<file path="config.mk">
export PLATFORM = sky130hd
export DESIGN_NAME = lmnu_ctrl
export DESIGN_NICKNAME = d
export VERILOG_FILES = /design/src/rtl/lmnu_pkg.sv /design/src/rtl/lmnu_ctrl.sv
export SDC_FILE = /design/constraint.sdc
export NUM_CORES = 1
export LEC_CHECK = 0
export BUFFER_PORTS_ARGS = -buffer_cell sky130_fd_sc_hd__buf_2
export CELL_PAD_IN_SITES_DETAIL_PLACEMENT = 1
export CELL_PAD_IN_SITES_GLOBAL_PLACEMENT = 1
export CORE_ASPECT_RATIO = 1.25
export CORE_UTILIZATION = 30
export DETAILED_ROUTE_END_ITERATION = 7
export GPL_ROUTABILITY_DRIVEN = 0
export PLACE_DENSITY = 0.73
export SLEW_MARGIN = 20
export SYNTH_ARGS = -nofsm -noshare
export SYNTH_HDL_FRONTEND = slang
export SYNTH_SLANG_ARGS = --single-unit
</file>
<file path="constraint.sdc">
create_clock -name aclk -period 2.58 [get_ports aclk]
set_input_delay 0.774 -clock aclk [delete_from_list [all_inputs] [get_ports aclk]]
set_output_delay 0.774 -clock aclk [all_outputs]
set_load 0.05 [all_outputs]
</file>
<file path="src/rtl/lmnu_pkg.sv">
// Shared types, codes and constants for the landmark map nearest-update unit.
`default_nettype none
package lmnu_pkg;

    localparam int MAP_DEPTH_DEF = 64;

    localparam logic [1:0] FUNC_LANDMARK = 2'd0;
    localparam logic [1:0] FUNC_FRAME    = 2'd1;
    localparam logic [1:0] FUNC_READ     = 2'd2;

    localparam logic [15:0] MATCH_RADIUS_RST = 16'd512;
    localparam logic [15:0] RANGE_LIMIT_RST  = 16'd3072;

    localparam logic [3:0] COL_UNKNOWN_NEG = 4'hF;
    localparam logic [3:0] COL_UNKNOWN_POS = 4'd4;
    localparam logic [2:0] ENC_UNKNOWN_NEG = 3'b111;

    localparam int REG_MATCH_RADIUS = 0;
    localparam int REG_RANGE_LIMIT  = 1;

    typedef enum logic [2:0] {
        ACT_OOR   = 3'd0,
        ACT_INS   = 3'd1,
        ACT_DUP   = 3'd2,
        ACT_REP   = 3'd3,
        ACT_FULL  = 3'd4,
        ACT_READ  = 3'd5,
        ACT_FRAME = 3'd6
    } lmnu_act_t;

    typedef enum logic [2:0] {
        MUL_NONE  = 3'd0,
        MUL_RANGE = 3'd1,
        MUL_ROT1  = 3'd2,
        MUL_ROT2  = 3'd3,
        MUL_DIST  = 3'd4
    } lmnu_mul_t;

    typedef struct packed {
        logic [1:0]         func;
        logic signed [23:0] local_x;
        logic signed [23:0] local_y;
        logic signed [3:0]  colour_code;
        logic signed [23:0] pose_x;
        logic signed [23:0] pose_y;
        logic signed [15:0] cos_yaw;
        logic signed [15:0] sin_yaw;
        logic [5:0]         read_index;
    } lmnu_in_t;

    typedef struct packed {
        logic [2:0]         action;
        logic [5:0]         slot;
        logic [6:0]         entry_total;
        logic signed [23:0] map_x;
        logic signed [23:0] map_y;
        logic signed [3:0]  entry_colour;
        logic               entry_valid;
    } lmnu_out_t;

    typedef struct packed {
        logic      load_in;
        lmnu_mul_t mul_op;
        logic      gx_ld;
        logic      gy_ld;
        logic      scan_rd;
        logic      mv_rd;
        logic      ri_rd;
        logic      clr_first;
        logic      cnt_dec;
        logic      append;
        logic      out_ld;
        lmnu_act_t act;
    } lmnu_cmd_t;

    typedef struct packed {
        logic oor;
        logic match;
        logic dup;
        logic busy;
        logic first;
        logic out_free;
    } lmnu_sts_t;

endpackage
`default_nettype wire

</file>
<file path="src/rtl/lmnu_ctrl.sv">
// Controller: sequences range check, transform, nearest scan, compaction and result.
`default_nettype none
module lmnu_ctrl #(
    parameter int MAP_DEPTH = lmnu_pkg::MAP_DEPTH_DEF,
    parameter int AW = $clog2(MAP_DEPTH),
    parameter int CW = $clog2(MAP_DEPTH + 1)
) (
    input  wire logic                aclk,
    input  wire logic                aresetn,
    input  wire logic                s_valid,
    output logic                     s_ready,
    input  wire logic [1:0]          s_func,
    input  wire lmnu_pkg::lmnu_sts_t sts,
    input  wire logic [CW-1:0]       count,
    input  wire logic [AW-1:0]       best_idx,
    output lmnu_pkg::lmnu_cmd_t      cmd,
    output logic [AW-1:0]            idx
);
    typedef enum logic [12:0] {
        ST_IDLE   = 13'b0000000000001,
        ST_RANGE  = 13'b0000000000010,
        ST_RCHK   = 13'b0000000000100,
        ST_ROT1   = 13'b0000000001000,
        ST_ROT2   = 13'b0000000010000,
        ST_SCAN   = 13'b0000000100000,
        ST_DRAIN  = 13'b0000001000000,
        ST_DECIDE = 13'b0000010000000,
        ST_SHIFT  = 13'b0000100000000,
        ST_DEC    = 13'b0001000000000,
        ST_APPEND = 13'b0010000000000,
        ST_RDRD   = 13'b0100000000000,
        ST_RES    = 13'b1000000000000
    } state_t;

    state_t              state_reg, state_next;
    logic [AW-1:0]       idx_reg, idx_next;
    lmnu_pkg::lmnu_act_t act_reg, act_next;
    logic                last_idx;

    assign last_idx = ((CW'(idx_reg) + CW'(1)) == count);

    always_ff @(posedge aclk) begin
        if (!aresetn) begin
            state_reg <= ST_IDLE;
            idx_reg   <= '0;
            act_reg   <= lmnu_pkg::ACT_OOR;
        end else begin
            state_reg <= state_next;
            idx_reg   <= idx_next;
            act_reg   <= act_next;
        end
    end

    always_comb begin
        state_next = state_reg;
        idx_next   = idx_reg;
        act_next   = act_reg;
        cmd        = '0;
        cmd.act    = act_reg;
        s_ready    = 1'b0;
        case (state_reg)
            ST_IDLE: begin
                s_ready = 1'b1;
                if (s_valid) begin
                    cmd.load_in = 1'b1;
                    case (s_func)
                        lmnu_pkg::FUNC_LANDMARK: state_next = ST_RANGE;
                        lmnu_pkg::FUNC_FRAME: begin
                            cmd.clr_first = 1'b1;
                            act_next      = lmnu_pkg::ACT_FRAME;
                            state_next    = ST_RES;
                        end
                        lmnu_pkg::FUNC_READ: state_next = ST_RDRD;
                        default: state_next = ST_IDLE;
                    endcase
                end
            end
            ST_RANGE: begin
                cmd.mul_op = lmnu_pkg::MUL_RANGE;
                state_next = ST_RCHK;
            end
            ST_RCHK: begin
                cmd.mul_op = lmnu_pkg::MUL_ROT1;
                if (sts.oor) begin
                    act_next   = lmnu_pkg::ACT_OOR;
                    state_next = ST_RES;
                end else begin
                    state_next = ST_ROT1;
                end
            end
            ST_ROT1: begin
                cmd.mul_op = lmnu_pkg::MUL_ROT2;
                cmd.gx_ld  = 1'b1;
                state_next = ST_ROT2;
            end
            ST_ROT2: begin
                cmd.gy_ld = 1'b1;
                idx_next  = '0;
                if (sts.first || (count == '0)) begin
                    act_next   = lmnu_pkg::ACT_INS;
                    state_next = ST_APPEND;
                end else begin
                    state_next = ST_SCAN;
                end
            end
            ST_SCAN: begin
                cmd.scan_rd = 1'b1;
                if (last_idx) begin
                    state_next = ST_DRAIN;
                end else begin
                    idx_next = idx_reg + AW'(1);
                end
            end
            ST_DRAIN: begin
                if (!sts.busy) begin
                    state_next = ST_DECIDE;
                end
            end
            ST_DECIDE: begin
                if (!sts.match) begin
                    act_next   = lmnu_pkg::ACT_INS;
                    state_next = ST_APPEND;
                end else if (sts.dup) begin
                    act_next   = lmnu_pkg::ACT_DUP;
                    state_next = ST_RES;
                end else begin
                    act_next = lmnu_pkg::ACT_REP;
                    idx_next = best_idx + AW'(1);
                    if ((CW'(best_idx) + CW'(1)) < count) begin
                        state_next = ST_SHIFT;
                    end else begin
                        state_next = ST_DEC;
                    end
                end
            end
            ST_SHIFT: begin
                cmd.mv_rd = 1'b1;
                if (last_idx) begin
                    state_next = ST_DEC;
                end else begin
                    idx_next = idx_reg + AW'(1);
                end
            end
            ST_DEC: begin
                cmd.cnt_dec = 1'b1;
                state_next  = ST_APPEND;
            end
            ST_APPEND: begin
                if (sts.out_free) begin
                    cmd.append = 1'b1;
                    state_next = ST_IDLE;
                end
            end
            ST_RDRD: begin
                cmd.ri_rd  = 1'b1;
                act_next   = lmnu_pkg::ACT_READ;
                state_next = ST_RES;
            end
            ST_RES: begin
                if (sts.out_free) begin
                    cmd.out_ld = 1'b1;
                    state_next = ST_IDLE;
                end
            end
            default: state_next = ST_IDLE;
        endcase
    end

    assign idx = idx_reg;
endmodule
`default_nettype wire

</file>
==> results.yml <==
min_path:
  hold_path.class: "flip-flop to flip-flop"
  hold-path-endpoint: "act_reg[0]$_SDFFE_PN0P_"
  hold_start: "act_reg[0]$_SDFFE_PN0P_"
  hold_depth: 2
synthesis:
  ys_seq_area_share_pct: 21.0
  ys.flop_type: "dfxtp_1"
  synthDistinctLibCells: 63
  syn_area_um2: 2090
  avgSynthCellArea_um2: 7.67
  ys_warn_count: 0
  synth_edf_count: 0
  syn_nets: 306
  synthArstFlopShare_pct: 0
  postSynthCellCount: 273
  synth-seq-cells: 22
cells_and_area:
  fin_area_um2: 3110
  mostFrequentLayoutCell: "buf_4"
  syn_to_final_growth_pct: 48.6
  fill_cells: 815
  largest_register_ffs: 13
  layout-drive-gt1-share_pct: 42.3
  multi_input_area_um2: 1760
  utilization_pct: 46.8
  layout_common_cells: "buf_4 (45), buf_2 (34), nand2_1 (20), nor2_1 (18), dfxtp_1 (18)"
  diodes: 0
  final-seq-area_um2: 445
  nets: 392
  instances_no_fill: 444
floorplanning:
  dieArea_um2: 7320
  die_h_um: 95.4
  die_x_um: 76.7
  initial_core_util_pct: 31.5
  core_um2: 6650
  num_rows: 33
  ioPinCount: 47
drt:
  drc: 0
  ant_nets: 0
  dr.pass1.iters: 4
  drt_iter0_drc: 108
  via_per_inst: 5.63
  drt_wl_total_mm: 8.02
  vias: 2500
  wl_per_cell_um: 18.1
worst_setup_path:
  critical_path_class: "flip-flop to output pin"
  end_kind: "output pin"
  crit_fanout: 5
  worstPathArrival_ns: 1.86
  reg2reg_from: "state_reg[2]$_SDFFE_PN0P_"
  cp-start-kind: "flip-flop"
  r2r_end: "idx[4]$_SDFFE_PN0P_"
  worstRegToRegCells: 14
  ff2ff_setup_slack_ns: 0.03
  critPathRequiredTime_ns: 1.81
pwr:
  power.density_nw_per_um2: 459
  vdd_drop_max_mv: 0.374
  leakagePower_nw: 1.28
clock_tree:
  cts-htree-levels: 1
  worst_skew_pair.late_latency_ns: 0.27
  cts_tree: "done"
  cts_root_buf: "clkbuf_8"
  cts_buffers: 3
  cts.reportedPaths.clkPinSlew_ns: 0.09
  cts.sinks: 22
  cts_max_path_buffers: 2
global_route:
  grt_pass1_vias: 2589
  grt_overflow: 0
  grt_pass1_wl_mm: 12.9
  grt_max_degree: 14
  grt_util_all_layers_pct: 22.5
  antenna_found_initial: 0
sta:
  rsz0062_at_grt: "yes"
  final-max-slew-violation-count: 0
  setup_viol: 6
  slew-limit-headroom_pct: 59.1
  worstMarginPinSlew_ns: 0.612
  hold_viol_final: 0
  clock_skew_ns: 0.00587
  worst_hold_slack_ns: 0.466
  fmax_mhz: 379
  min_period_ns: 2.64
  finalWorstSetupSlack_ns: -0.0574
  fin_crit_sh_pct: 102
placement:
  dpl_cell_area_um2: 2730
  placed_cells: 427
  hpwl_mm: 6.15
  io_buffers: 45
  pre_cts_ws_ns: -0.00434
job:
  maxCapViolCount: 0
run_status:
  violations: "negative setup slack"
  status: "finished, violations left"
[worst max path at each step]
stage	startpoint	endpoint	slack (ns)
after floorplan	state_reg[1]$_SDFFE_PN0P_	cmd[3]	-0.005
after global placement	best_idx[0]	state_reg[8]$_SDFFE_PN0P_	0.01
after detailed placement	count[2]	idx[4]$_SDFFE_PN0P_	-0.004
after CTS	state_reg[6]$_SDFFE_PN0P_	cmd[6]	-0.06
after global routing	state_reg[4]$_SDFFE_PN0P_	cmd[6]	-0.14
final	state_reg[2]$_SDFFE_PN0P_	cmd[4]	-0.06
[cell type report]
cell class                 instances  share of cell area (%)
clock buffer                       3                    1.33
inverter                          16                    2.05
multi-input combinational        221                    56.4
sequential                        22                    14.3
tap                               87                    3.50
timing repair buffer              95                    22.4
[per-layer routing]
| layer | vias to the layer above | part of all wire (%) | global-route usage [%] |
|---|---|---|---|
| met5 | - | 0 | 0 |
| met1 | 1231 | 39 | 25.0 |
| li1 | 1182 | - | - |
| met4 | 0 | 2.9 | 9.46 |
| met2 | 68 | 55 | 43.3 |
| met3 | 19 | 3.1 | 2.39 |
[power by group]
group          internal, mW  leakage (nW)  switching [mW]
Clock                 0.105        0.0216           0.120
Sequential            0.363         0.180          0.0196
Combinational         0.352          1.08           0.470
[cell usage after synthesis (2+ instances only)]
cell | count | area share (%)
o21a_1 | 3 | 1.1
xnor2_1 | 11 | 4.6
nand4_1 | 5 | 1.5
nor2_1 | 21 | 3.8
o21ai_0 | 13 | 3.1
inv_1 | 16 | 2.9
o2111ai_1 | 3 | 1.3
nand2_1 | 28 | 5.0
a21boi_0 | 4 | 1.4
nor4_1 | 6 | 1.8
o2bb2ai_1 | 2 | 0.84
buf_2 | 6 | 1.4
a31o_2 | 2 | 0.84
nand4_2 | 2 | 1.2
ha_1 | 9 | 5.4
a41o_1 | 2 | 0.96
and2_1 | 2 | 0.60
dfxtp_1 | 22 | 21
a31oi_1 | 3 | 0.90
and4_1 | 5 | 2.1
a21oi_1 | 9 | 2.2
or4_1 | 2 | 0.72
clkbuf_1 | 6 | 1.1
nand2b_1 | 7 | 2.1
nand3b_1 | 2 | 0.72
xor2_1 | 6 | 2.5
nor4b_1 | 4 | 1.7
a311oi_2 | 2 | 1.4
nand3_1 | 15 | 3.6
nor3_1 | 5 | 1.2
nor4_2 | 2 | 1.2
and3_1 | 3 | 0.90
nor3b_1 | 5 | 1.8
a211oi_1 | 5 | 1.8
mux2i_1 | 7 | 3.3
[repair_timing]
action                                  4_1_cts  5_1_grt
endpoints found under the setup margin       10       19
gates resized for setup                      33       35
hold buffers                                  0        0
buffers inserted                              4       10
pin swaps                                    14       15
[stage by stage]
| stage | total power, mW | TNS, ns |
|---|---|---|
| 2_1_floorplan | 0.819 | -0.0212 |
| 3_3_place_gp | 1.04 | 0 |
| 3_5_place_dp | 1.05 | -0.00762 |
| 4_1_cts | 1.36 | -0.141 |
| 5_1_grt | 1.51 | -0.912 |
| 6_report | 1.43 | -0.232 |
[cell families after synthesis]
family | Yosys count | synth area share (%)
muxes | 7 | 3.35
xor gates and xnor gates | 17 | 7.11
AOI/OAI and AO/OA | 62 | 21.5
other | 1 | 0.179
and+or+nand+nor | 125 | 35.6
buffers and inverters | 30 | 5.92
adders and majority gates | 9 | 5.38
DFF | 22 | 21.0
[worst max-delay path, stage by stage, from the launching register on]
cell     delay, ns
dfxtp_2       0.35
buf_6         0.13
nor4_4        0.34
and2_4        0.25
nand3_4       0.10
nor3b_4       0.23
buf_6         0.19
(Power assumes the default switching activity.)
