<file path="src/rtl/lmnu_pkg.sv">
// Shared types, codes and constants for the landmark map nearest-update unit.
`default_nettype none
package lmnu_pkg;

    localparam int MAP_DEPTH_DEF = 64;

    localparam logic [1:0] FUNC_LANDMARK = 2'd0;
    localparam logic [1:0] FUNC_FRAME    = 2'd1;
    localparam logic [1:0] FUNC_READ     = 2'd2;

    localparam logic [15:0] MATCH_RADIUS_RST = 16'd512;
    localparam logic [15:0] RANGE_LIMIT_RST  = 16'd3072;

    localparam logic [3:0] COL_UNKNOWN_NEG = 4'hF;
    localparam logic [3:0] COL_UNKNOWN_POS = 4'd4;
    localparam logic [2:0] ENC_UNKNOWN_NEG = 3'b111;

    localparam int REG_MATCH_RADIUS = 0;
    localparam int REG_RANGE_LIMIT  = 1;

    typedef enum logic [2:0] {
        ACT_OOR   = 3'd0,
        ACT_INS   = 3'd1,
        ACT_DUP   = 3'd2,
        ACT_REP   = 3'd3,
        ACT_FULL  = 3'd4,
        ACT_READ  = 3'd5,
        ACT_FRAME = 3'd6
    } lmnu_act_t;

    typedef enum logic [2:0] {
        MUL_NONE  = 3'd0,
        MUL_RANGE = 3'd1,
        MUL_ROT1  = 3'd2,
        MUL_ROT2  = 3'd3,
        MUL_DIST  = 3'd4
    } lmnu_mul_t;

    typedef struct packed {
        logic [1:0]         func;
        logic signed [23:0] local_x;
        logic signed [23:0] local_y;
        logic signed [3:0]  colour_code;
        logic signed [23:0] pose_x;
        logic signed [23:0] pose_y;
        logic signed [15:0] cos_yaw;
        logic signed [15:0] sin_yaw;
        logic [5:0]         read_index;
    } lmnu_in_t;

    typedef struct packed {
        logic [2:0]         action;
        logic [5:0]         slot;
        logic [6:0]         entry_total;
        logic signed [23:0] map_x;
        logic signed [23:0] map_y;
        logic signed [3:0]  entry_colour;
        logic               entry_valid;
    } lmnu_out_t;

    typedef struct packed {
        logic      load_in;
        lmnu_mul_t mul_op;
        logic      gx_ld;
        logic      gy_ld;
        logic      scan_rd;
        logic      mv_rd;
        logic      ri_rd;
        logic      clr_first;
        logic      cnt_dec;
        logic      append;
        logic      out_ld;
        lmnu_act_t act;
    } lmnu_cmd_t;

    typedef struct packed {
        logic oor;
        logic match;
        logic dup;
        logic busy;
        logic first;
        logic out_free;
    } lmnu_sts_t;

endpackage
`default_nettype wire

</file>
<file path="src/rtl/lmnu_regs.sv">
// Configuration register file with APB-style access and squared thresholds.
`default_nettype none
module lmnu_regs (
    input  wire logic        aclk,
    input  wire logic        aresetn,
    input  wire logic        psel,
    input  wire logic        penable,
    input  wire logic        pwrite,
    input  wire logic [2:0]  paddr,
    input  wire logic [31:0] pwdata,
    output logic      [31:0] prdata,
    output logic             pready,
    output logic      [31:0] match_sq,
    output logic      [31:0] range_sq
);
    logic [15:0] match_radius_reg;
    logic [15:0] range_limit_reg;
    logic [31:0] match_sq_reg;
    logic [31:0] range_sq_reg;
    logic        wr_en;
    logic        sel_range;

    assign pready    = 1'b1;
    assign wr_en     = psel && penable && pwrite;
    assign sel_range = (paddr[2] == 1'(lmnu_pkg::REG_RANGE_LIMIT));

    always_ff @(posedge aclk) begin
        if (!aresetn) begin
            match_radius_reg <= lmnu_pkg::MATCH_RADIUS_RST;
            range_limit_reg  <= lmnu_pkg::RANGE_LIMIT_RST;
        end else if (wr_en) begin
            if (sel_range) begin
                range_limit_reg <= pwdata[15:0];
            end else begin
                match_radius_reg <= pwdata[15:0];
            end
        end
    end

    always_ff @(posedge aclk) begin
        match_sq_reg <= 32'(match_radius_reg) * 32'(match_radius_reg);
        range_sq_reg <= 32'(range_limit_reg) * 32'(range_limit_reg);
    end

    always_comb begin
        if (sel_range) begin
            prdata = 32'(range_limit_reg);
        end else begin
            prdata = 32'(match_radius_reg);
        end
    end

    assign match_sq = match_sq_reg;
    assign range_sq = range_sq_reg;
endmodule
`default_nettype wire

</file>
<file path="config.mk">
export PLATFORM = sky130hd
export DESIGN_NAME = lmnu_regs
export DESIGN_NICKNAME = d
export VERILOG_FILES = /design/src/rtl/lmnu_pkg.sv /design/src/rtl/lmnu_regs.sv
export SDC_FILE = /design/constraint.sdc
export NUM_CORES = 1
export LEC_CHECK = 0
export ABC_AREA = 1
export BUFFER_PORTS_ARGS = -buffer_cell sky130_fd_sc_hd__buf_2
export CELL_PAD_IN_SITES_DETAIL_PLACEMENT = 0
export CELL_PAD_IN_SITES_GLOBAL_PLACEMENT = 1
export CORE_AREA = 2 2 204 206
export CTS_BUF_LIST = sky130_fd_sc_hd__clkbuf_8
export DETAILED_ROUTE_END_ITERATION = 10
export DIE_AREA = 0 0 206 208
export PLACE_DENSITY_LB_ADDON = 0.15
export SYNTH_ARGS = -nofsm -noshare
export SYNTH_HDL_FRONTEND = slang
export SYNTH_SLANG_ARGS = --single-unit
</file>
<file path="constraint.sdc">
create_clock -name aclk -period 7.25 [get_ports aclk]
set_input_delay 1.45 -clock aclk [delete_from_list [all_inputs] [get_ports aclk]]
set_output_delay 1.45 -clock aclk [all_outputs]
set_load 0.02 [all_outputs]
</file>
==> results of run 1 <==
## layout make-up
type	instances	area, sq um
fillers	4157	20700
multi-input cells	1583	13700
inverters	765	2870
flip-flops and latches	94	1880
well taps	532	666
repair buffers	105	541
clock buffers	9	124
clock inverters	7	75.1
## per-layer routing
layer  vias to the layer above  part of all wire (%)  global-route usage [%]
li1                       7213                     -                       -
met1                      6923                    41                    27.1
met2                       220                    53                    43.1
met3                        58                   3.9                    3.90
met4                         2                   2.3                    6.82
met5                         -                 0.029                       0
## synthesized netlist by cell type
master | count | share of area (%)
nor2_4 | 1 | 0.060
buf_1 | 4 | 0.080
inv_2 | 2 | 0.040
nor3_2 | 1 | 0.053
buf_2 | 22 | 0.59
a21oi_1 | 61 | 1.6
inv_1 | 763 | 15
ha_1 | 201 | 13
and2_1 | 1 | 0.033
nand3_2 | 10 | 0.53
clkbuf_1 | 50 | 1.0
xor2_1 | 41 | 1.9
nand2_1 | 668 | 13
conb_1 | 2 | 0.040
nand3b_1 | 1 | 0.040
nor2_1 | 91 | 1.8
a31oi_1 | 1 | 0.033
nand4_1 | 8 | 0.27
nand3b_2 | 1 | 0.060
fa_1 | 324 | 34
nor3_1 | 2 | 0.053
o21bai_1 | 5 | 0.20
nand2_2 | 8 | 0.27
a21o_1 | 3 | 0.12
a31o_2 | 2 | 0.093
o21ai_0 | 44 | 1.2
nor2_2 | 12 | 0.40
o21ai_1 | 2 | 0.053
dfxtp_1 | 94 | 10
nand3_1 | 62 | 1.7
xnor2_1 | 11 | 0.51
buf_4 | 19 | 0.76
or2_2 | 3 | 0.10
## cell usage in the layout, fill, tap and decap left out, types with 2 or more instances in the layout
master	netlist	routed
buf_2	22	99
conb_1	2	19
o21ai_1	2	2
ha_1	201	201
or2_2	3	3
xor2_1	41	41
fa_1	324	324
a31o_2	2	2
inv_1	763	763
nand3_1	62	62
inv_2	2	2
nor2_1	91	91
nand2_2	8	8
clkbuf_8	0	9
nor2_2	12	12
inv_8	0	3
buf_4	19	6
o21ai_0	44	44
a21o_1	3	3
nand4_1	8	8
nand3_2	10	10
nand2_1	668	668
o21bai_1	5	5
dfxtp_1	94	94
xnor2_1	11	11
nor3_1	2	2
a21oi_1	61	61
## worst reg2reg max path, delay by kind of cell, from the launching register on
family,cells,cell delay (ns)
buffers and inverters,5,0.24
adder cells (fa/ha/maj),7,3.40
AND/OR/NAND/NOR,8,1.10
flip-flops,1,0.96
## logic make-up after synthesis
logic type	count (synthesis)	synth area share, %
AND/OR/NAND/NOR	869	18.7
buffers and inverters	860	17.7
adder cells (fa/ha/maj)	525	47.9
AO/OA/AOI/OAI	118	3.29
flip-flops	94	10.0
XOR/XNOR	52	2.42
other	2	0.0399
## per-stage QoR
stage | power, mW | util [%]
3_3_place_gp | 1.17 | 48.4
2_1_floorplan | 0.998 | -
3_5_place_dp | 1.17 | 48.4
5_1_grt | 1.66 | 48.9
6_report | 1.54 | 48.9
4_1_cts | 1.58 | 48.9
## power by group through the flow
stage	clock, mW	combinational [mW]	sequential, mW
floorplan	0	0.357	0.642
global placement	0	0.544	0.621
detailed placement	0	0.547	0.622
CTS	0.410	0.555	0.611
global route	0.423	0.621	0.616
finish	0.388	0.543	0.610
## worst min path at each step
stage / end / slack, ns / cells past startpoint
finish: range_sq[0] / 0.61 / 1
global route: range_sq[0] / 0.63 / 1
CTS: range_sq[0] / 0.61 / 1
detailed placement: range_sq[0] / 0.60 / 1
global placement: range_sq[0] / 0.60 / 1
floorplan: match_sq[0] / 0.33 / 0
==> metrics.md, run 1 <==
| Metric | Value |
|---|---|
| Status | `finished, final reports clean` |
| Post-DP HPWL | `38,900 um` |
| Post-route cell area | `19,800 sq um` |
| # setup viols final | `0` |
| Worst Hold Class | `flop to flop` |
| Pleak | `12.8 nW` |
| Initial core utilization | `46.4%` |
| Bufs and invs on worst path | `5` |
| Gr usage total | `23.2%` |
| Post-place setup slack | `1.45 ns` |
| Critical path's most frequent cell | `fa_1` |
| Clk_skew | `0.0268 ns` |
| # Post-CTS Setup Buffers | `0` |
| Setup CP Type | `flop to flop` |
| Sequential share of the synthesized area | `10.0%` |
| VDD IR max | `0.000147 V` |
| Bufs on Longest Clock Path | `2` |
| Worst setup EP type | `flop` |
| R2r startpoint | `match_radius_reg[6]` |
| Slowest stage cell on the critical path | `dfxtp_1` |
| Reg2reg end | `match_sq[29]` |
| Die Y | `208 um` |
| Critical path startpoint category | `flop` |
| Die width | `206 um` |
| Max transition margin | `36.7%` |
| Sw Share | `42.2%` |
| Site row count | `74` |
| CTS tree | `yes` |
| Worst Setup SP | `match_radius_reg[6]` |
| Drt first pass iters | `5` |
| Min Hold Slack | `0.612 ns` |
| Post-CTS Resized | `0` |
| Crit path cell chain | `nand2_1 > fa_1 > inv_1 > fa_1 > inv_1 > fa_1 > inv_1 > fa_1 > fa_1 > inv_1 > fa_1 > inv_1 > ha_1 > nand2_1 > nor2_1 > nand2_1 > nor2_1 > nand2_1 > nand3_1 > nand2_1` |
| Reg power frac | `39.6%` |
| N_diodes | `0` |
| Post-DP Area | `19,600 sq um` |
| RD Place Congestion | `0.863` |
| Total core area | `40,600 sq um` |
| RSZ-0062 raised after global routing | `false` |
| Setup ws final | `1.43 ns` |
| DR vias/cell | `4.66` |
| Mean Syn Cell Area | `7.46 sq um` |
| Worst path arrival time | `6.18 ns` |
| P_int | `0.891 mW` |
| CTS Sinks | `94` |
| Vias | `14,416` |
| Largest net degree at the start of global routing | `32` |
| Crit-path max cell delay | `0.96 ns` |
| FF-to-FF path depth | `20` |
| Worst Setup EP | `match_sq[29]` |
| WL final | `45,200 um` |
| Hold buffers post-CTS | `0` |
| Buffer type at the clock tree root | `clkbuf_8` |
| Initial antenna violation count | `1` |
| Mapped Area | `18,800 sq um` |
| Delay-heaviest family, CP | `adder cells` |
| HP Start | `range_limit_reg[0]` |
| CP Max Fanout | `18` |
| Post-route DRC | `0` |
| CP Depth | `20` |
| Cells after Synth | `2,520` |
| Final period util | `80.3%` |
| Slew Viols, Final | `0` |
| Remaining Overflow, GRT | `0` |
| P&R area growth vs syn | `5.39%` |
| Setup TNS | `0 ns` |
| Die ar. | `42,800 sq um` |
| Final Critical Period | `5.82 ns` |
| Worst Tran Pin Value | `0.948 ns` |
| Logic pwr share | `35.2%` |
| Placed cells | `3,079` |
| Final ANT Viol Nets | `0` |
| Net switching power | `0.650 mW` |
| H-Tree Level Count | `3` |
| Max frequency | `172 MHz` |
| Clock Power Share | `25.2%` |
| Yosys warnings | `0` |
| Library cells used by synthesis | `33` |
| Number of DRC markers in iteration 0 | `634` |
| Hold violation count in the final report | `0` |
| Cell area power density | `77.7 nW/um^2` |
| Port Buffer Count | `99` |
| Maximum capacitance violations | `0` |
| Share of post-route cells with drive strength above 1 | `6.28%` |
| Clk slew on worst S/H paths | `0.12 ns` |
| Reg2reg setup slack | `1.43 ns` |
| DR WL/cell | `14.6 um` |
| First-pass GRT wire length | `78,100 um` |
| Vias in the first global route | `15,637` |
| Num CTS Buffers | `9` |
| Fin nets | `3,123` |
| Post-synthesis register bit count | `94` |
| Worst-Skew Late Latency | `0.49 ns` |
| Top Ports | `137` |
| Post-route insts no fill | `3,095` |
| Required time worst endpoint | `7.61 ns` |
(Power assumes the default switching activity.)
==> run 2: changes to the inputs <==
- ABC_AREA: 1 -> 0
- clock period: 7.25 -> 4.95 ns (I/O delays scaled with it)
==> run 2 against run 1 <==
Effect of this change: the run now ends with negative setup slack left; largest cell class unchanged; sequential share of layout area down 0.93 points; synthesized cell count down 20%; synthesized area down 6.1%; critical endpoint is now range_sq[17]; combinational power up 8.1%; critical path type unchanged; utilization up 8.1 points.
==> metrics.md, run 2 <==
| Metric | Value |
|---|---|
| Setup ws final | `-0.660 ns` |
| Final Critical Period | `5.61 ns` |
| Mapped Area | `17,700 sq um` |
| Clock Power Share | `29.8%` |
| Fillers | `3,731` |
| P&R area growth vs syn | `30.8%` |
| Maximum capacitance violations | `0` |
| Initial antenna violation count | `1` |
| Slew Viols, Final | `0` |
| VDD IR max | `0.000102 V` |
| Max transition margin | `23.9%` |
| Clk slew on worst S/H paths | `0.11 ns` |
| Status | `complete, but fails checks` |
| WL final | `43,600 um` |
| N_diodes | `0` |
| Cell area power density | `85.6 nW/um^2` |
| Hold EP | `range_limit_reg[1]` |
| Num CTS Buffers | `9` |
| DR vias/cell | `4.75` |
| Site row count | `74` |
| Initial core utilization | `43.5%` |
| Net switching power | `0.694 mW` |
| Reg2reg setup slack | `-0.66 ns` |
| Required time worst endpoint | `5.30 ns` |
| Top-count cell post-synth | `inv_1` |
| WL met3 | `1640 um` |
| Hold violation count in the final report | `0` |
| H-Tree Level Count | `3` |
| RD Place Congestion | `0.846` |
| CTS Sinks | `94` |
| Setup CP Type | `flop to flop` |
| Max layer used | `met4` |
| Failing checks | `negative setup slack` |
| Total power | `1.98 mW` |
| Sequential share of the synthesized area | `10.7%` |
| HP Start | `range_limit_reg[1]` |
| Max frequency | `178 MHz` |
| Yosys top cell area share | `36.7%` |
| Reg2reg end | `range_sq[17]` |
| Number of DRC markers in iteration 0 | `600` |
| Buffer type at the clock tree root | `clkbuf_8` |
| Worst path arrival time | `5.96 ns` |
| Utilization after layout | `56.9%` |
| Worst Hold Class | `flop to flop` |
| Remaining Overflow, GRT | `0` |
| Yosys warnings | `0` |
| Bufs on Longest Clock Path | `2` |
| WL met1 | `20,100 um` |
| Prevailing post-synth register cell | `dfxtp_1` |
| CTS tree | `yes` |
| Post-place setup slack | `-0.816 ns` |
| Commonest non-fill, non-tap cell in the layout | `inv_1` |
| Clk_skew | `0.0134 ns` |
| Top Ports | `137` |
| Post-synth top area cell | `fa_1` |
| Final ANT Viol Nets | `0` |
| Cells after Synth | `2,014` |
| Pleak | `12.9 nW` |
| Vias | `14,214` |
| Most frequent cells in the layout | `inv_1 (486), buf_4 (350), fa_1 (315), nand2_1 (218), ha_1 (178)` |
| Vias in the first global route | `15,268` |
| Gr usage total | `21.6%` |
| Die width | `206 um` |
| Final period util | `113%` |
| Most frequent cells after synthesis | `inv_1 (526), fa_1 (324), nand2_1 (251), ha_1 (201), dfxtp_1 (94)` |
| Critical path startpoint category | `flop` |
| Library cells used by synthesis | `69` |
| FF-to-FF path depth | `21` |
| Worst Tran Pin Value | `1.14 ns` |
| Sw Share | `35.1%` |
| # setup viols final | `39` |
| DR WL/cell | `14.6 um` |
| Post-route cell area | `23,100 sq um` |
| Fin nets | `3,022` |
| Port Buffer Count | `99` |
| Total core area | `40,600 sq um` |
| Synth area leaders | `fa_1 (37%), ha_1 (14%), inv_1 (11%)` |
| Hold path depth | `2` |
| Post-DP Area | `21,400 sq um` |
| Worst-Skew Late Latency | `0.45 ns` |
| Drt first pass iters | `7` |
| Post-synthesis register bit count | `94` |
| Share of post-route cells with drive strength above 1 | `31.9%` |
| Mean Syn Cell Area | `8.77 sq um` |
| Die Y | `208 um` |
| P_int | `1.28 mW` |
| First-pass GRT wire length | `73,200 um` |
| Metal2 WL | `21,300 um` |
| CP Max Fanout | `5` |
| R2r startpoint | `range_limit_reg[10]` |
| Post-DP HPWL | `36,900 um` |
| RSZ-0062 raised after global routing | `true` |
| Post-route DRC | `0` |
| Reg power frac | `40.5%` |
| Count of flip-flops with a built-in enable after synthesis | `0` |
| Die ar. | `42,800 sq um` |
| Largest net degree at the start of global routing | `33` |
| Logic pwr share | `29.7%` |
| Worst setup EP type | `flop` |
| Ys async rst share | `0%` |
-- run 2: area by class of cell --
type	count	area (sq um)	share of cell area, %
clock inverters	7	78.8	0.341
inverters	527	1980	8.58
multi-input cells	1316	14400	62.4
flip-flops and latches	94	1980	8.57
clock buffers	9	124	0.536
well taps	532	666	2.88
repair buffers	509	3860	16.7
-- run 2: worst max-delay path, cell delays in order, from the launching register on --
cell	delay, ns
dfxtp_4	0.39
buf_6	0.13
buf_6	0.11
nand2_4	0.06
inv_2	0.03
fa_1	0.48
inv_1	0.06
fa_1	0.51
inv_2	0.05
fa_1	0.57
fa_1	0.45
fa_1	0.53
inv_2	0.04
fa_1	0.51
inv_2	0.05
ha_4	0.29
nand4_1	0.14
a21o_4	0.29
o31a_4	0.36
o21ba_4	0.23
buf_6	0.11
xnor2_1	0.10
-- run 2: kinds of logic after synthesis --
| family | synth area share, % |
|---|---|
| DFF | 10.7 |
| muxes | 0.574 |
| and+or+nand+nor | 12.3 |
| xor gates and xnor gates | 3.32 |
| AOI/OAI and AO/OA | 8.33 |
| buffers and inverters | 13.8 |
| adders and majority gates | 51.0 |
| other | 0.0425 |
-- run 2: how the worst max path moves through the flow --
stage / from / endpoint / depth (start not counted)
after global placement: match_radius_reg[3] / match_sq[27] / 23
final: range_limit_reg[10] / range_sq[17] / 21
after global routing: range_limit_reg[5] / range_sq[28] / 22
after floorplan: range_limit_reg[14] / range_sq[27] / 23
after detailed placement: range_limit_reg[3] / range_sq[28] / 20
after CTS: range_limit_reg[9] / range_sq[28] / 23
-- run 2: metal layers --
layer	global-route usage [%]	up-vias
met4	5.74	0
met5	0	-
met1	29.7	7081
met3	2.54	30
li1	-	6903
met2	36.0	200
-- run 2: power by group through the flow --
stage          Combinational, mW  Clock [mW]  Sequential (mW)
2_1_floorplan              0.316           0            0.856
6_report                   0.587       0.590            0.800
3_3_place_gp               0.525           0            0.827
4_1_cts                    0.562       0.616            0.803
5_1_grt                    0.651       0.644            0.804
3_5_place_dp               0.532           0            0.828
-- run 2: through the flow --
stage	hold slack, ns	TNS, ns	instances
CTS	0.557	-16.28	2968
global placement	0.599	-21.79	2923
finish	0.546	-17.07	2994
global route	0.573	-24.98	2994
floorplan	0.366	-7.51	2031
detailed placement	0.604	-23.34	2923
-- run 2: what timing repair did --
item                       4_1_cts  5_1_grt
resized for setup              155      126
hold buffers                     0        0
setup endpoints to repair       43       43
pin swaps                       99       90
buffers inserted                35       30
==> run 3: changes to the inputs <==
- GPL_TIMING_DRIVEN: unset -> 0
==> run 3 against run 2 <==
Effect of this change: utilization fell by 1.5 points; the run still ends with negative setup slack left; hold slack worse by 0.12 ns; clock power shrank 4.7%.
==> metrics.md, run 3 (same netlist as run 2, synthesis figures left out) <==
| Metric | Value |
|---|---|
| CP Max Fanout | `6` |
| Setup CP Type | `flop to flop` |
| Slew Viols, Final | `0` |
| Min Hold Slack | `0.431 ns` |
| Num CTS Buffers | `9` |
| Crit-path max cell delay | `0.55 ns` |
| Hold buffers post-CTS | `0` |
| Initial core utilization | `43.5%` |
| M1 GR Usage | `31.9%` |
| Max frequency | `177 MHz` |
| Top Ports | `137` |
| Setup ws final | `-0.692 ns` |
| Total core area | `40,600 sq um` |
| Die ar. | `42,800 sq um` |
| Fin nets | `2,861` |
| Post-route insts no fill | `2,834` |
| RSZ-0062 raised after global routing | `true` |
| RD Place Congestion | `0.871` |
| Required time worst endpoint | `5.30 ns` |
| Placed cells | `2,661` |
| Final Critical Period | `5.64 ns` |
| Slowest stage cell on the critical path | `fa_1` |
| Die width | `206 um` |
| Critical path startpoint category | `flop` |
| Status | `complete, but fails checks` |
| Cell area power density | `86.8 nW/um^2` |
| Met2 Use GR | `36.7%` |
| WL final | `47,700 um` |
| Footprint of the multi-input gates | `14,600 sq um` |
| VDD IR max | `0.000106 V` |
| CTS Sinks | `94` |
| Port Buffer Count | `98` |
| Worst path arrival time | `5.99 ns` |
| Most frequent cells in the layout | `inv_1 (493), fa_1 (309), nand2_1 (209), ha_1 (176), buf_4 (159)` |
| Largest net degree at the start of global routing | `19` |
| Bufs on Longest Clock Path | `2` |
| # setup viols final | `40` |
| Worst Tran Pin Value | `0.665 ns` |
| Commonest non-fill, non-tap cell in the layout | `inv_1` |
| Site row count | `74` |
| CTS tree | `yes` |
| Failing checks | `negative setup slack` |
| Number of DRC markers in iteration 0 | `680` |
| Final ANT Viol Nets | `0` |
| Reg2reg setup slack | `-0.69 ns` |
| Gr usage total | `23.0%` |
| Max transition margin | `55.5%` |
| Initial antenna violation count | `0` |
| Worst setup EP type | `flop` |
| Buffer type at the clock tree root | `clkbuf_8` |
| Bufs and invs on worst path | `8` |
| Post-place setup slack | `-1.20 ns` |
| Remaining Overflow, GRT | `0` |
| Post-DP HPWL | `37,200 um` |
| Worst-Skew Late Latency | `0.47 ns` |
| Final period util | `114%` |
| Maximum capacitance violations | `0` |
| Setup TNS | `-20.65 ns` |
| Critical path's most frequent cell | `fa_1` |
| Met3 GRT Util | `4.73%` |
| Delay-heaviest family, CP | `adder cells` |
| Register Area | `1970 sq um` |
| Vias in the first global route | `14,835` |
| Post-route DRC | `0` |
| Clk_skew | `0.0255 ns` |
| Crit path cell chain | `clkbuf_16 > nand2_4 > inv_4 > fa_1 > inv_2 > fa_1 > inv_1 > fa_1 > inv_1 > fa_1 > inv_1 > fa_1 > inv_1 > fa_1 > inv_2 > ha_4 > and4_4 > nand3_4 > o211ai_4 > o21ai_4 > a21boi_2 > nor4_2 > a311o_1` |
| First-pass GRT wire length | `75,900 um` |
| DR WL/cell | `16.8 um` |
| Vias | `14,021` |
| Share of post-route cells with drive strength above 1 | `27.6%` |
| Clk slew on worst S/H paths | `0.12 ns` |
| Pleak | `12.2 nW` |
| DR vias/cell | `4.95` |
| P&R area growth vs syn | `27.3%` |
| Die Y | `208 um` |
| Utilization after layout | `55.4%` |
| Drt first pass iters | `5` |
| H-Tree Level Count | `3` |
| Worst Hold Class | `flop to flop` |
| Grt peak-use layer | `met2` |
| Fillers | `3,827` |
| Hold violation count in the final report | `0` |
==> run 3: cell types whose count changed in the layout (fill, tap and decap cells not counted), sizes merged <==
cell,delta
buf,-210
bufinv,-1
clkbuf,+49
clkinv,-2
clkinvlp,+8
diode,+1
inv,-5
==> run 3: cell type report <==
cell class	count	share of cell area, %
plain buffers	83	5.06
well taps	532	2.96
clock buffers	9	0.551
diodes	1	0.0111
repair buffers	265	8.67
flip-flops and latches	94	8.76
inverters	527	8.91
clock inverters	7	0.262
multi-input cells	1316	64.8
==> run 3: metrics by stage <==
stage | instance area (sq um) | total power [mW]
after floorplan | 18300 | 1.17
after global placement | 19500 | 1.31
after detailed placement | 19500 | 1.31
after CTS | 21700 | 1.95
after global routing | 22500 | 2.07
final | 22500 | 1.95
==> run 3: where the power goes <==
group | internal (mW) | total (mW) | switching [mW]
registers | 0.781 | 0.796 | 0.0145
clock network | 0.191 | 0.562 | 0.371
logic | 0.256 | 0.595 | 0.339
total | 1.23 | 1.95 | 0.725
==> run 3: worst paths after layout <==
kind | start | to | depth (start not counted)
setup / recovery | range_limit_reg[8] | range_sq[28] | 23
hold / removal | range_limit_reg[0] | range_sq[0] | 0
setup reg to reg | range_limit_reg[8] | range_sq[28] | 23
hold reg to reg | range_limit_reg[0] | range_sq[0] | 0
==> run 3: repair_timing <==
action / in CTS / in global routing
endpoints found under the hold margin: 0 / 0
buffers inserted: 126 / 38
gates resized for setup: 220 / 136
pin swaps: 90 / 91
setup endpoints to repair: 43 / 45
cloned: 1 / 3
==> run 3: per-layer routing <==
| metal | vias to the layer above | routed length [um] | part of all wire, % |
|---|---|---|---|
| met5 | - | 0 | 0 |
| met4 | 0 | 861 | 1.8 |
| met3 | 49 | 2950 | 6.2 |
| met2 | 313 | 22500 | 47 |
| met1 | 7066 | 21300 | 45 |
| li1 | 6593 | - | - |
==> run 3: worst reg2reg max path, stage by stage (launching register included) <==
cell and delay (ns):
dfxtp_4 0.37, clkbuf_16 0.16, nand2_4 0.09, inv_4 0.04, fa_1 0.55, inv_2 0.04
fa_1 0.50, inv_1 0.05, fa_1 0.48, inv_1 0.05, fa_1 0.48, inv_1 0.05
fa_1 0.47, inv_1 0.05, fa_1 0.49, inv_2 0.04, ha_4 0.29, and4_4 0.24
nand3_4 0.08, o211ai_4 0.33, o21ai_4 0.14, a21boi_2 0.22, nor4_2 0.06, a311o_1 0.26
